File: src/hdl/qau_pkg.sv
// Shared types and constants of the quaternion arithmetic unit.
// Holds the opcode enum, default widths and the Hamilton product operand tables.
// No dependencies.
package qau_pkg;

  localparam int DEF_COMPONENT_WIDTH = 16;
  localparam int DEF_FRACTION_BITS   = 14;
  localparam int NUM_LANES           = 4;
  localparam int NUM_TERMS           = 4;

  typedef enum logic [2:0] {
    OP_MUL_AB = 3'd0,
    OP_MUL_BA = 3'd1,
    OP_NORM   = 3'd2,
    OP_CONJ   = 3'd3,
    OP_NEG    = 3'd4
  } op_t;

  // Component indexes; w is the scalar part.
  localparam logic [1:0] IDX_X = 2'd0;
  localparam logic [1:0] IDX_Y = 2'd1;
  localparam logic [1:0] IDX_Z = 2'd2;
  localparam logic [1:0] IDX_W = 2'd3;

  // Operand selects, indexed [order][lane][term]; order 0 is a*b, order 1 is b*a.
  localparam logic [1:0] MUL_A_SEL [2][NUM_LANES][NUM_TERMS] = '{
    '{ '{IDX_W, IDX_X, IDX_Y, IDX_Z}, '{IDX_W, IDX_Y, IDX_Z, IDX_X},
       '{IDX_W, IDX_Z, IDX_X, IDX_Y}, '{IDX_W, IDX_X, IDX_Y, IDX_Z} },
    '{ '{IDX_W, IDX_X, IDX_Z, IDX_Y}, '{IDX_W, IDX_Y, IDX_X, IDX_Z},
       '{IDX_W, IDX_Z, IDX_Y, IDX_X}, '{IDX_W, IDX_X, IDX_Y, IDX_Z} }
  };

  localparam logic [1:0] MUL_B_SEL [2][NUM_LANES][NUM_TERMS] = '{
    '{ '{IDX_X, IDX_W, IDX_Z, IDX_Y}, '{IDX_Y, IDX_W, IDX_X, IDX_Z},
       '{IDX_Z, IDX_W, IDX_Y, IDX_X}, '{IDX_W, IDX_X, IDX_Y, IDX_Z} },
    '{ '{IDX_X, IDX_W, IDX_Y, IDX_Z}, '{IDX_Y, IDX_W, IDX_Z, IDX_X},
       '{IDX_Z, IDX_W, IDX_X, IDX_Y}, '{IDX_W, IDX_X, IDX_Y, IDX_Z} }
  };

  // Bit k set means term k is subtracted.
  localparam logic [NUM_TERMS-1:0] MUL_NEG [NUM_LANES] = '{
    4'b1000, 4'b1000, 4'b1000, 4'b1110
  };

endpackage

File: src/hdl/qau_sqrt.sv
// Pipelined square root with round to nearest, one result bit per stage.
// The stage registers feed a register that holds the rounded root m. Depends on qau_pkg.
module qau_sqrt #(
  parameter int COMPONENT_WIDTH = qau_pkg::DEF_COMPONENT_WIDTH
) (
  input  logic                         clk,
  input  logic                         en,
  input  logic [2*COMPONENT_WIDTH+1:0] s,
  output logic [COMPONENT_WIDTH:0]     m
);
  import qau_pkg::*;

  localparam int CW = COMPONENT_WIDTH;
  localparam int NS = CW + 1;
  localparam int SW = 2 * CW + 2;
  localparam int RW = CW + 3;

  logic [SW-1:0] rad_q  [NS];
  logic [RW-1:0] rem_q  [NS];
  logic [CW:0]   root_q [NS];
  logic [SW-1:0] rad_in  [NS];
  logic [RW-1:0] rem_in  [NS];
  logic [CW:0]   root_in [NS];
  logic [SW-1:0] rad_next  [NS];
  logic [RW-1:0] rem_next  [NS];
  logic [CW:0]   root_next [NS];
  logic [RW-1:0] rem_sh [NS];
  logic [RW-1:0] trial  [NS];
  logic          ge     [NS];

  always_comb begin
    rad_in[0]  = s;
    rem_in[0]  = '0;
    root_in[0] = '0;
    for (int k = 1; k < NS; k++) begin
      rad_in[k]  = rad_q[k-1];
      rem_in[k]  = rem_q[k-1];
      root_in[k] = root_q[k-1];
    end
    for (int k = 0; k < NS; k++) begin
      rem_sh[k]    = {rem_in[k][RW-3:0], rad_in[k][SW-1:SW-2]};
      trial[k]     = {root_in[k], 2'b01};
      ge[k]        = (rem_sh[k] >= trial[k]);
      rem_next[k]  = ge[k] ? (rem_sh[k] - trial[k]) : rem_sh[k];
      root_next[k] = {root_in[k][CW-1:0], ge[k]};
      rad_next[k]  = {rad_in[k][SW-3:0], 2'b00};
    end
  end

  always_ff @(posedge clk) begin
    if (en) begin
      for (int k = 0; k < NS; k++) begin
        rad_q[k]  <= rad_next[k];
        rem_q[k]  <= rem_next[k];
        root_q[k] <= root_next[k];
      end
      // Round up when the remainder exceeds the root.
      m <= root_q[NS-1] + (CW+1)'(rem_q[NS-1] > {2'b00, root_q[NS-1]});
    end
  end

endmodule

File: config.mk
export PLATFORM = sky130hd
export DESIGN_NAME = qau_sqrt
export DESIGN_NICKNAME = d
export VERILOG_FILES = /design/src/hdl/qau_pkg.sv /design/src/hdl/qau_sqrt.sv
export SDC_FILE = /design/constraint.sdc
export NUM_CORES = 1
export LEC_CHECK = 0
export BUFFER_PORTS_ARGS = -buffer_cell sky130_fd_sc_hd__buf_2
export CORE_MARGIN = 10
export CORE_UTILIZATION = 45
export CTS_BUF_LIST = sky130_fd_sc_hd__clkbuf_16
export CTS_CLUSTER_DIAMETER = 200
export DETAILED_ROUTE_END_ITERATION = 16
export GPL_TIMING_DRIVEN = 0
export PLACE_DENSITY = 0.7
export RECOVER_POWER = 25
export REMOVE_ABC_BUFFERS = 1
export SLEW_MARGIN = 20
export SYNTH_ARGS = -nofsm -noshare
export SYNTH_HDL_FRONTEND = slang
export SYNTH_SLANG_ARGS = --single-unit
File: constraint.sdc
create_clock -name clk -period 7.7 [get_ports clk]
set_input_delay 0.385 -clock clk [delete_from_list [all_inputs] [get_ports clk]]
set_output_delay 0.385 -clock clk [all_outputs]
set_load 0.03 [all_outputs]
# Word-level counts from Yosys, hierarchy flattened
# Memories as Yosys holds them, arrays and structs flattened.
# Index checks and enable logic that the tools add are counted.
# word_totals
out_inout_bits,17
mem_count,3
word_cells,59
reg_bits,17
ramBits,1156
# classes
muxes,19
n_addsub,18
magnitude_cmp,18
# memory_table
name,words,width,rd,rd_clocked_by_memory_dff,write_ports,line,source
rad_q,17,32,16,0,17,qau_sqrt.sv:18,logic [SW-1:0] rad_q [NS];
rem_q,17,19,17,0,17,qau_sqrt.sv:19,logic [RW-1:0] rem_q [NS];
root_q,17,17,17,0,17,qau_sqrt.sv:20,logic [CW:0] root_q [NS];
# op_table
cell,count
$mux 19,17
$ge 19x19->1,16
$sub 19x19->19,16
$gt 19x17->1,1
$add 17x1->17,1
$sub 2x1->3 const B,1
$ge 2x1->1 const B,1
$mux 1,2

# Depth between registers and ports, before layout
# Gate-level depths: netlist (run 1).
# An unclocked memory read counts as a cell.
# depth
depth_word,3
ltp_mapped,16
mapped_depth_nobuf,16

# Least setup slack after synthesis (run 1)
# Ideal clock, no wire load.
# synth_path
kind,register -> register
startpoint,memory root_q[0][273] in the netlist's numbering
endpoint,register m[16] (data pin)
slack_ns,4.977
setup_time_ns,0.258
stages_incl_launch_ff,16
n_path_buf,0
required_ns,7.442
arrival_time_ns,2.465
period_less_slack_ns,2.723
path_cell_list,edfxtp_1 -> inv_1 -> ha_1 -> a21o_1 -> a21oi_1 -> o21ai_0 -> o21ai_0 -> o2111ai_1 -> and3_1 -> ha_1 -> inv_1 -> nor2_1 -> and3_1 -> and4_1 -> nand3_1 -> xnor2_1
# synth_rtl
item,line,source
start: declaration,qau_sqrt.sv:20,
end signal: assignment,qau_sqrt.sv:58,"m <= root_q[NS-1] + (CW+1)'(rem_q[NS-1] > {2'b00, root_q[NS-1]});"
end: declaration,qau_sqrt.sv:9,output logic [COMPONENT_WIDTH:0] m

==> results of run 1 <==
[Yosys cell counts, types with 9 or more instances]
cell	instances	area share, %
sky130_fd_sc_hd__nor2_1	155	1.7
sky130_fd_sc_hd__nor3_1	48	0.71
sky130_fd_sc_hd__o21ai_0	135	2.0
sky130_fd_sc_hd__a21oi_1	152	2.3
sky130_fd_sc_hd__clkbuf_1	29	0.32
sky130_fd_sc_hd__o31ai_1	10	0.22
sky130_fd_sc_hd__nand2b_1	36	0.67
sky130_fd_sc_hd__nand4_1	29	0.54
sky130_fd_sc_hd__o21a_1	36	0.80
sky130_fd_sc_hd__a211oi_1	14	0.31
sky130_fd_sc_hd__inv_1	239	2.7
sky130_fd_sc_hd__xor2_1	93	2.4
sky130_fd_sc_hd__nor3b_1	9	0.20
sky130_fd_sc_hd__or3_1	20	0.37
sky130_fd_sc_hd__nand3_1	44	0.65
sky130_fd_sc_hd__nand3b_1	11	0.25
sky130_fd_sc_hd__ha_1	191	7.1
sky130_fd_sc_hd__nor2b_1	25	0.46
sky130_fd_sc_hd__and4_1	10	0.26
sky130_fd_sc_hd__xnor2_1	115	3.0
sky130_fd_sc_hd__and3_1	9	0.17
sky130_fd_sc_hd__o211ai_1	19	0.42
sky130_fd_sc_hd__and2_1	9	0.17
sky130_fd_sc_hd__a21o_1	49	1.1
sky130_fd_sc_hd__mux2i_1	10	0.30
sky130_fd_sc_hd__a31oi_1	13	0.24
sky130_fd_sc_hd__nor4_1	35	0.65
sky130_fd_sc_hd__mux2_2	43	1.4
sky130_fd_sc_hd__edfxtp_1	715	64
sky130_fd_sc_hd__nand2_1	143	1.6
[final cells by class]
type | count | area [um2] | area share, %
Clock inverter | 54 | 490 | 1.29
Multi-Input combinational cell | 1579 | 11200 | 29.5
Inverter | 240 | 901 | 2.37
Timing Repair Buffer | 96 | 818 | 2.15
Clock buffer | 77 | 1930 | 5.07
Sequential cell | 715 | 21500 | 56.5
Tap cell | 969 | 1210 | 3.19
[metrics by stage]
step                setup TNS, ns  instance area (um2)  util [%]
floorplan                       0                33600         -
global placement         -2863.98                35000      47.1
detailed placement              0                35300      47.5
CTS                             0                38000      51.2
global route                    0                38000      51.2
finish                          0                38000      51.2
[state kept, by name (all words and copies together) (netlist names)]
signal / cells
m: 17
rad_q: 272
rem_q: 273
root_q: 153
[power groups by stage]
stage | Clock, mW | Combinational (mW) | Sequential, mW
CTS | 3.63 | 2.08 | 5.19
global placement | 0 | 1.95 | 5.33
global route | 3.79 | 2.34 | 5.24
finish | 3.53 | 2.10 | 5.19
detailed placement | 0 | 2.05 | 5.27
floorplan | 0 | 1.54 | 5.19
[metal layers]
layer  vias to the layer above  GRT usage (%)  wire length [um]  share of wire (%)
li1                       9803              -                 -                  -
met1                      9578           15.8             24800                 42
met2                       480           23.5             29300                 50
met3                       153           2.38              2560                4.3
met4                         0           6.42              2140                3.6
met5                         -              0                 0                  0
[cells by family (layout without fill, tap and decap cells)]
| kind of cell | count (synthesis) | after routing | share of synthesized area [%] |
|---|---|---|---|
| xor+xnor | 208 | 208 | 5.41 |
| mux | 53 | 53 | 1.73 |
| fa+ha+maj | 191 | 191 | 7.09 |
| compound gates | 505 | 505 | 9.42 |
| other cells | 1 | 1 | 0.0111 |
| buf+inv | 277 | 467 | 3.11 |
| simple gates | 621 | 621 | 9.53 |
| flops | 715 | 715 | 63.7 |
[repair_timing]
action                                 in CTS  in global routing
buffers inserted                            0                  0
endpoints found under the hold margin      32                  0
hold buffers                               32                  0
[path summary, 6_finish.rpt]
| path | slack [ns] | endpoint | cells after the start |
|---|---|---|---|
| min reg2reg | 0.41 | rad_q[0][343]$_DFFE_PP_ | 0 |
| max reg2reg | 3.96 | rem_q[0][255]$_DFFE_PP_ | 8 |
| min | 0.11 | rem_q[0][0]$_DFFE_PP_ | 2 |
| max | 2.68 | rad_q[0][223]$_DFFE_PP_ | 5 |
[worst max-delay path, stage by stage]
cell and delay (ns):
sky130_fd_sc_hd__clkbuf_1 3.30, sky130_fd_sc_hd__buf_16 0.30, sky130_fd_sc_hd__buf_16 0.39, sky130_fd_sc_hd__buf_16 0.37
sky130_fd_sc_hd__buf_16 0.33
==> out/qor.txt, run 1 <==
arrival time worst endpoint - 5.29 ns
final routed DRC violation total - 0
die height - 294 um
Layout Cells excl Fill - 3730
number of nets still failing antenna checks after routing - 0
Die W - 294 um
relative area change from synthesis to final layout - 12.8%
beginning of the worst hold path - s[32]
clock transition at the register clock pins on the worst setup and hold paths after CTS - 0.06 ns
power per unit of standard cell area - 285 nW/um2
status - complete, but fails checks
Post-Synthesis Cell Area - 33700 um2
number of different library cells in the post-synthesis netlist - 75
gp weighted congestion - 0.839
Via density - 5.37
initial core utilization - 45.4%
setup repair after global routing missed its margin - false
core outline area - 74300 um2
cell leakage power - 14.8 nW
Final Hold Violating Endpoints - 0
leading cell type in the layout, fill and taps excluded - sky130_fd_sc_hd__edfxtp_1
fraction of registers with async set or reset after synthesis - 0%
pin slew with the least headroom to its limit - 4.81 ns
GRT Total Usage - 13.4%
maximum buffer depth of the clock tree - 3
wirelength, routed - 58.8 mm
worst slack at placement - 4.06 ns
Int Power - 7.93 mW
WHS - 0.109 ns
number of storage elements in the synthesis netlist - 715
leading cell types in the layout, fill and taps excluded - sky130_fd_sc_hd__edfxtp_1, sky130_fd_sc_hd__inv_1, sky130_fd_sc_hd__ha_1
post-detail-place hpwl - 41.6 mm
die area - 86200 um2
fraction of final layout cells with drive strength greater than 1 - 8.62%
total number of vias - 20000
portion of the clock cycle consumed by the worst path in the final layout - 65.2%
number of ports placed on the die boundary - 53
EDFF count, synth - 715
Initial DRC Count - 1354
post-cts resize count - 0
synthesized area per cell - 13.1 um2
Setup WS post-layout - 2.68 ns
count of final setup violators - 0
total clock buffers created by CTS - 77
Worst IR Drop VDD - 188 uV
Rel. slew slack - -221%
share of synthesized area occupied by flip-flops and latches - 63.7%
total of buffers placed on input and output ports - 52
Slew Viols, Final - 82
Reg2Reg Launch Point - rem_q[0][229]$_DFFE_PP_
combinational fraction of design power - 19.4%
shortest period the worst path allows - 5.02 ns
Std-Cell Rows - 100
sort of element at the end of the critical path - register
largest fanout of any net on the critical path - 95
vias in the first global route - 20000
startpoint types - input pin
relative contribution of the clock network to total power - 32.6%
clock latency on the worst-skew pair - 0.62 ns
clock sink count - 715
total congestion overflow - 0
Clock Tree Root - sky130_fd_sc_hd__clkbuf_16
H-tree level count - 3
power after layout - 10.8 mW
Setup CP Type - input pin to register
average wire per cell in the routed design - 15.8 um
Pre-Repair DR Iteration Count - 7
type of the most critical hold path - input pin to register
first-pass GRT wire length - 96.9 mm
Net Switching - 2.89 mW
max capacitance violation total - 1
fill cell instance count of the final layout - 6198
pin count of the biggest net entering global routing - 114
Crit. Startpoint - en
portion of total power attributed to sequential cells - 48.0%
clock tree from TritonCTS - built
total inserted antenna cells - 0
Synthesis Warnings - 0
post-route clock skew - 0.0216 ns
number of instances in the synthesized netlist - 2571
fraction of power spent switching nets - 26.7%
achievable clock frequency - 199 MHz
violated checks - capacitance limit, slew limit
placed instance count - 3566
number of antenna violations at the first check in global routing - 0
number of nets in the final layout - 2936
dominant register cell in the synthesized netlist - sky130_fd_sc_hd__edfxtp_1
critical path required time - 7.96 ns
Note: power is estimated with default switching activity, not from simulation.
==> run 2: changes to the inputs <==
--- a/config.mk
+++ b/config.mk
@@ -5,6 +5,7 @@
 export SDC_FILE = /design/constraint.sdc
 export NUM_CORES = 1
 export LEC_CHECK = 0
+export ABC_AREA = 1
 export BUFFER_PORTS_ARGS = -buffer_cell sky130_fd_sc_hd__buf_2
 export CORE_MARGIN = 10
 export CORE_UTILIZATION = 45
==> constraint.sdc (replaced) <==
create_clock -name clk -period 4.83 [get_ports clk]
set_input_delay 0.2415 -clock clk [delete_from_list [all_inputs] [get_ports clk]]
set_output_delay 0.2415 -clock clk [all_outputs]
set_load 0.03 [all_outputs]
==> out/qor.txt, run 2 <==
most common cell in the netlist - sky130_fd_sc_hd__nand2_1
fraction of registers with async set or reset after synthesis - 0% (unchanged)
power per unit of standard cell area - 437 nW/um2 (+53%)
portion of the clock cycle consumed by the worst path in the final layout - 60.1%
Via density - 4.94 (-7.9%)
biggest area consumer among synthesized cells - sky130_fd_sc_hd__edfxtp_1
Layout Cells excl Fill - 5083 (+36%)
clock transition at the register clock pins on the worst setup and hold paths after CTS - 0.06 ns (about the same)
post-detail-place hpwl - 53.7 mm (+29%)
Detail Route met3 WL - 3.18 mm (+24%)
max capacitance violation total - 0 (-1)
total area of sequential cells - 21500 um2 (unchanged)
largest fanout of any net on the critical path - 5 (-95%)
leading cell types in the layout, fill and taps excluded - sky130_fd_sc_hd__nand2_1, sky130_fd_sc_hd__edfxtp_1, sky130_fd_sc_hd__inv_1
critical path required time - 5.21 ns (-2.75 ns)
fraction of final layout cells with drive strength greater than 1 - 6.75% (-1.9 points)
total congestion overflow - 0 (unchanged)
total met2 wirelength after detailed routing - 35.1 mm (+20%)
Std-Cell Rows - 105 (+5.0%)
main combinational cell family by area after synthesis - simple AND/OR/NAND/NOR gates
number of ports placed on the die boundary - 53 (unchanged)
gp weighted congestion - 0.901 (+7.4%)
clock sink count - 715 (unchanged)
Pre-Repair DR Iteration Count - 7 (unchanged)
Setup WS post-layout - 1.93 ns (-0.747 ns)
synthesized-area fraction occupied by and/or/nand/nor cells - 21.1% (+12 points)
synthesized area per cell - 9.71 um2 (-26%)
pin slew with the least headroom to its limit - 0.881 ns (-3.93 ns)
Slew Viols, Final - 0 (-100%)
achievable clock frequency - 345 MHz
Initial DRC Count - 1687 (+25%)
area fraction in compound gates after synthesis - 4.71% (-4.7 points)
number of setup buffers added after CTS - 0 (unchanged)
multi-input combinational cell area - 13000 um2 (+16%)
count of final setup violators - 0 (unchanged)
EDFF count, synth - 715 (unchanged)
Rel. slew slack - 41.2% (+260 points)
wirelength, routed - 73.2 mm (+24%)
leading cell type in the layout, fill and taps excluded - sky130_fd_sc_hd__nand2_1
leading post-synthesis cells by cell area - sky130_fd_sc_hd__edfxtp_1, sky130_fd_sc_hd__nand2_1, sky130_fd_sc_hd__ha_1
Synthesis Warnings - 0 (unchanged)
Post-Synthesis Cell Area - 37000 um2 (+9.7%)
share of synthesized area occupied by flip-flops and latches - 58.1% (-5.6 points)
leading registers by flop count - rem_q (273), rad_q (272), root_q (153)
post-cts resize count - 0 (unchanged)
arrival time worst endpoint - 3.28 ns (-2.01 ns)
number of antenna violations at the first check in global routing - 0 (unchanged)
top cell types by occurrence after synthesis - sky130_fd_sc_hd__nand2_1, sky130_fd_sc_hd__edfxtp_1, sky130_fd_sc_hd__inv_1, sky130_fd_sc_hd__nand3_1, sky130_fd_sc_hd__nor2_1
H-tree level count - 3 (unchanged)
Die W - 307 um (+4.4%)
largest register by flop count - rem_q
first-pass GRT wire length - 120 mm (+24%)
fill cell instance count of the final layout - 7252 (+17%)
Post-Synth XOR/XNOR Area - 2.80% (-2.6 points)
number of flip-flops under the largest register name - 273 (unchanged)
total inserted antenna cells - 0 (unchanged)
startpoint types - register
WHS - 0.0979 ns (-0.0116 ns)
number of nets in the final layout - 4173 (+42%)
number of different library cells in the post-synthesis netlist - 53 (-29%)
number of instances in the synthesized netlist - 3808 (+48%)
worst slack at placement - 1.96 ns (-2.11 ns)
type of the most critical hold path - input pin to register
average wire per cell in the routed design - 14.4 um (-8.7%)
sort of element at the end of the critical path - register
vias in the first global route - 24400 (+22%)
top layer in use - met4
setup repair after global routing missed its margin - false
die height - 307 um (+4.4%)
final routed DRC violation total - 0 (unchanged)
total clock buffers created by CTS - 79 (+2.6%)
number of nets still failing antenna checks after routing - 0 (unchanged)
maximum buffer depth of the clock tree - 3 (unchanged)
total of buffers placed on input and output ports - 52 (unchanged)
adder-cell share of the synthesized area - 6.47% (-0.62 points)
placed instance count - 4900 (+37%)
top-area cell type share of the netlist area - 58.1% (-5.6 points)
core outline area - 81700 um2 (+9.9%)
number of storage elements in the synthesis netlist - 715 (unchanged)
shortest period the worst path allows - 2.90 ns
pin count of the biggest net entering global routing - 110 (-3.5%)
cell leakage power - 18.7 nW (+27%)
relative area change from synthesis to final layout - 12.5%
power after layout - 18.2 mW (+68%)
dominant register cell in the synthesized netlist - sky130_fd_sc_hd__edfxtp_1
Clock Tree Root - sky130_fd_sc_hd__clkbuf_16
Final Hold Violating Endpoints - 0 (unchanged)
initial core utilization - 45.2% (-0.12 points)
share of cell area taken by muxes after synthesis - 0% (-1.7 points)
status - finished, final reports clean
Worst IR Drop VDD - 355 uV (+89%)
total number of vias - 25100 (+26%)
die area - 94000 um2 (+9.0%)
clock latency on the worst-skew pair - 0.63 ns (about the same)
Routed met1 length - 32.4 mm (+30%)
post-route clock skew - 0.0357 ns (+0.0141 ns)
clock tree from TritonCTS - built
Setup CP Type - register to register
GRT Total Usage - 15.4% (+2.0 points)
## run 2: cell types whose count changed in the layout (fill, tap and decap cells not counted), sizes merged, moves of 22 or more
cell and delta:
a21o -43, inv +348, mux2 -43, nand2 +1006, nand2b -36, nand3 +240
nor2 +115, nor2b -25, nor4 -29, o21a -35, o21ai -22, xnor2 -83
## run 2: critical path, cell delays in order, from the launching register on
cell,delay (ns)
sky130_fd_sc_hd__edfxtp_1,0.47
sky130_fd_sc_hd__inv_1,0.10
sky130_fd_sc_hd__ha_1,0.29
sky130_fd_sc_hd__nand2_1,0.05
sky130_fd_sc_hd__inv_1,0.07
sky130_fd_sc_hd__nand3_1,0.13
sky130_fd_sc_hd__nor2_1,0.15
sky130_fd_sc_hd__nand4_1,0.09
sky130_fd_sc_hd__nand3_1,0.09
sky130_fd_sc_hd__nand2_1,0.05
sky130_fd_sc_hd__inv_1,0.08
sky130_fd_sc_hd__ha_1,0.16
sky130_fd_sc_hd__nand2_2,0.10
sky130_fd_sc_hd__nor3_4,0.23
sky130_fd_sc_hd__nand3_2,0.12
sky130_fd_sc_hd__nor2_2,0.19
sky130_fd_sc_hd__inv_2,0.07
sky130_fd_sc_hd__nor2_2,0.11
sky130_fd_sc_hd__xor2_1,0.09
## run 2: kinds of logic (layout without fill, tap and decap cells)
kind of cell             Yosys count  count (layout)
AO/OA/AOI/OAI                    318             318
XOR/XNOR                         118             118
adder cells (fa/ha/maj)          191             191
buffers and inverters            627             832
flip-flops                       715             715
other                              1               1
AND/OR/NAND/NOR                 1838            1838
## run 2: report_power, final
| part | switching (mW) | internal (mW) |
|---|---|---|
| Sequential | 0.390 | 7.76 |
| Clock | 2.52 | 3.77 |
| Combinational | 2.46 | 1.29 |
| Total | 5.37 | 12.8 |
## run 2: routing by layer
metal | global-route usage, % | vias up
met3 | 2.33 | 163
met4 | 6.21 | 0
met5 | 0 | -
met1 | 19.2 | 11500
li1 | - | 12900
met2 | 26.5 | 532
## run 2: worst paths after layout
path                            start                 endpoint  slack [ns]  depth (start not counted)
max reg2reg  root_q[0][285]$_DFFE_PP_          m[12]$_DFFE_PP_        1.93                         18
max          root_q[0][285]$_DFFE_PP_          m[12]$_DFFE_PP_        1.93                         18
min reg2reg   rad_q[0][309]$_DFFE_PP_  rad_q[0][343]$_DFFE_PP_        0.39                          0
min                                en    rad_q[0][6]$_DFFE_PP_         0.1                          1
## run 2: through the flow
step	instance area (um2)	setup TNS, ns	utilization [%]
4_1_cts	41600	0	50.9
2_1_floorplan	36700	0	-
3_5_place_dp	38500	0	47.1
3_3_place_gp	38300	-5081.80	46.8
5_1_grt	41600	0	50.9
6_report	41600	0	50.9
## run 2: layout make-up
class / count / share of cell area (%)
Inverter: 589 / 5.31
Clock inverter: 68 / 1.84
Multi-Input combinational cell: 2466 / 31.2
Timing Repair Buffer: 95 / 1.97
Sequential cell: 715 / 51.6
Tap cell: 1070 / 3.22
Clock buffer: 80 / 4.81
## run 2: timing repair
action	4_1_cts	5_1_grt
hold endpoints to repair	35	0
endpoints found under the setup margin	0	0
hold buffers	35	0
==> run 3: changes to the inputs <==
--- a/config.mk
+++ b/config.mk
@@ -13,7 +13,7 @@
 export CTS_CLUSTER_DIAMETER = 200
 export DETAILED_ROUTE_END_ITERATION = 16
 export GPL_TIMING_DRIVEN = 0
-export PLACE_DENSITY = 0.7
+export PLACE_DENSITY = 0.72
 export RECOVER_POWER = 25
 export REMOVE_ABC_BUFFERS = 1
 export SLEW_MARGIN = 20
==> constraint.sdc (replaced) <==
create_clock -name clk -period 2.3 [get_ports clk]
set_input_delay 0.115 -clock clk [delete_from_list [all_inputs] [get_ports clk]]
set_output_delay 0.115 -clock clk [all_outputs]
set_load 0.03 [all_outputs]
==> out/qor.txt, run 3 (synthesized netlist as in run 2, its figures left out) <==
total cell area at the placement stage - 38500 um2 (unchanged)
wirelength, routed - 78.1 mm (+6.7%)
Pre-Repair DR Iteration Count - 8 (+1)
core outline area - 81700 um2 (unchanged)
power per unit of standard cell area - 892 nW/um2 (+100%)
H-tree level count - 3 (unchanged)
Worst IR Drop VDD - 747 uV (+110%)
cell with the biggest individual delay on the critical path - sky130_fd_sc_hd__edfxtp_1
relative area change from synthesis to final layout - 16.8%
setup repair after global routing missed its margin - true
portion of the clock cycle consumed by the worst path in the final layout - 117% (+57 points)
final routed DRC violation total - 0 (unchanged)
clock tree from TritonCTS - built
count of final setup violators - 14 (+14)
clock latency on the worst-skew pair - 0.64 ns (about the same)
die area - 94000 um2 (unchanged)
average wire per cell in the routed design - 15.0 um (+4.5%)
cells along the critical path - inv_2 > ha_4 > nand4_1 > inv_1 > nand2_1 > nand3_1 > nand2_1 > nand3_1 > nand2_1 > inv_2 > ha_4 > nand2_4 > nor3_4 > nand3_2 > nor2_4 > inv_2 > nor2_2 > xor2_1
violated checks - setup timing
endpoint of the lowest-slack register-to-register path - m[16]$_DFFE_PP_
maximum buffer depth of the clock tree - 3 (unchanged)
Setup CP Type - register to register
max capacitance violation total - 0 (unchanged)
arrival time worst endpoint - 3.09 ns (-0.19 ns)
shortest period the worst path allows - 2.70 ns (-0.199 ns)
Initial DRC Count - 1774 (+5.2%)
first-pass GRT wire length - 123 mm (+2.6%)
Via density - 5.00 (+1.3%)
clock transition at the register clock pins on the worst setup and hold paths after CTS - 0.06 ns (about the same)
number of flip-flops under the largest register name - 273 (unchanged)
cell depth of the worst hold path - 1 (unchanged)
area of all placed cells without fillers - 43200 um2 (+3.8%)
GRT Total Usage - 15.8% (+0.43 points)
achievable clock frequency - 370 MHz (+7.4%)
type of the most critical hold path - input pin to register
cell leakage power - 19.2 nW (+2.8%)
vias in the first global route - 24600 (+0.98%)
sort of element at the end of the critical path - register
power after layout - 38.5 mW (+110%)
Die W - 307 um (unchanged)
total congestion overflow - 0 (unchanged)
post-detail-place hpwl - 53.4 mm (-0.65%)
Top delay family on crit path - simple AND/OR/NAND/NOR gates
fraction of final layout cells with drive strength greater than 1 - 11.7% (+4.9 points)
critical path required time - 2.69 ns (-2.52 ns)
Worst Hold End - rad_q[0][2]$_DFFE_PP_
slowest cell delay on critical path - 0.41 ns (-0.06 ns)
Std-Cell Rows - 105 (unchanged)
leading registers by flop count - rem_q (273), rad_q (272), root_q (153)
Worst Path Buf+Inv - 4 (unchanged)
leading cell types in the layout, fill and taps excluded - sky130_fd_sc_hd__nand2_1, sky130_fd_sc_hd__edfxtp_1, sky130_fd_sc_hd__inv_1
total clock buffers created by CTS - 79 (unchanged)
Register-to-Register Setup Slack - -0.40 ns (-2.33 ns)
leading cell type in the layout, fill and taps excluded - sky130_fd_sc_hd__nand2_1
number of nets in the final layout - 4286 (+2.7%)
Clock Tree Root - sky130_fd_sc_hd__clkbuf_16
Slew Viols, Final - 0 (unchanged)
die height - 307 um (unchanged)
number of ports placed on the die boundary - 53 (unchanged)
largest register by flop count - rem_q
total inserted antenna cells - 0 (unchanged)
worst slack at placement - -0.581 ns (-2.54 ns)
total of buffers placed on input and output ports - 52 (unchanged)
Rel. slew slack - 54.2% (+13 points)
pin slew with the least headroom to its limit - 0.686 ns (-0.195 ns)
post-route clock skew - 0.0401 ns (+0.00441 ns)
Final Hold Violating Endpoints - 0 (unchanged)
Layout Cells excl Fill - 5191 (+2.1%)
Setup WS post-layout - -0.402 ns (-2.33 ns)
largest fanout of any net on the critical path - 4 (-1)
total number of vias - 26000 (+3.4%)
startpoint types - register
placed instance count - 4900 (unchanged)
initial core utilization - 45.2% (unchanged)
cell count of the worst reg-to-reg path - 18 (unchanged)
Reg2Reg Launch Point - root_q[0][280]$_DFFE_PP_
pin count of the biggest net entering global routing - 109 (-0.91%)
number of antenna violations at the first check in global routing - 0 (unchanged)
number of nets still failing antenna checks after routing - 0 (unchanged)
status - complete, but fails checks
beginning of the worst hold path - en
fill cell instance count of the final layout - 7096 (-2.2%)
clock sink count - 715 (unchanged)
gp weighted congestion - 0.906 (+0.56%)
WHS - 0.0190 ns (-0.0789 ns)
run 3: changes by cell type in the layout (fill, tap and decap cells not counted), moves of 15 or more:
cell,change
sky130_fd_sc_hd__a21oi_2,+15
sky130_fd_sc_hd__a21oi_1,-20
sky130_fd_sc_hd__buf_4,+101
sky130_fd_sc_hd__nor2_4,+16
sky130_fd_sc_hd__ha_4,+19
sky130_fd_sc_hd__ha_1,-29
run 3: area by class of cell:
cell class / instances / area (um2) / area share, %
Tap cell: 1070 / 1340 / 3.10
Clock buffer: 80 / 2000 / 4.64
Multi-Input combinational cell: 2472 / 13900 / 32.1
Clock inverter: 63 / 599 / 1.39
Timing Repair Buffer: 202 / 1670 / 3.87
Sequential cell: 715 / 21500 / 49.7
Inverter: 589 / 2220 / 5.15
run 3: metal layers:
| layer | global-route usage (%) | up-vias | part of all wire (%) | wire [um] |
|---|---|---|---|---|
| met3 | 2.53 | 154 | 4.6 | 3610 |
| met1 | 19.7 | 12100 | 43 | 33700 |
| li1 | - | 13100 | - | - |
| met5 | 0 | - | 0 | 0 |
| met4 | 5.80 | 0 | 3.0 | 2340 |
| met2 | 27.5 | 607 | 49 | 38400 |
run 3: stage by stage:
step | utilization, % | setup TNS [ns]
detailed placement | 47.1 | -60.16
global route | 52.8 | -7.30
CTS | 51.5 | -1.82
finish | 52.8 | -4.22
floorplan | - | -3.74
global placement | 46.8 | -6835.28
run 3: repair_timing:
action                                  CTS  global route
resized for setup                        61           121
endpoints found under the hold margin    35             0
gates cloned                              2             4
buffers inserted                         50            58
pin swaps                                16            32
hold buffers                             35             0
endpoints found under the setup margin  235           241
run 3: where the power goes:
part / leakage [nW] / internal (mW) / switching [mW]
clock: 1.32 / 7.29 / 5.21
sequential: 6.88 / 16.3 / 0.897
combinational: 11.0 / 3.21 / 5.61
total: 19.2 / 26.8 / 11.7
run 3: how the worst max path moves through the flow:
stage                              from                 endpoint  cells past startpoint
2_1_floorplan   rem_q[0][114]$_DFFE_PP_  rem_q[0][134]$_DFFE_PP_                      7
3_3_place_gp                         en   rem_q[0][89]$_DFFE_PP_                      1
3_5_place_dp   root_q[0][285]$_DFFE_PP_          m[12]$_DFFE_PP_                     18
4_1_cts        root_q[0][285]$_DFFE_PP_          m[12]$_DFFE_PP_                     18
5_1_grt        root_q[0][281]$_DFFE_PP_          m[16]$_DFFE_PP_                     18
6_report       root_q[0][280]$_DFFE_PP_          m[16]$_DFFE_PP_                     18
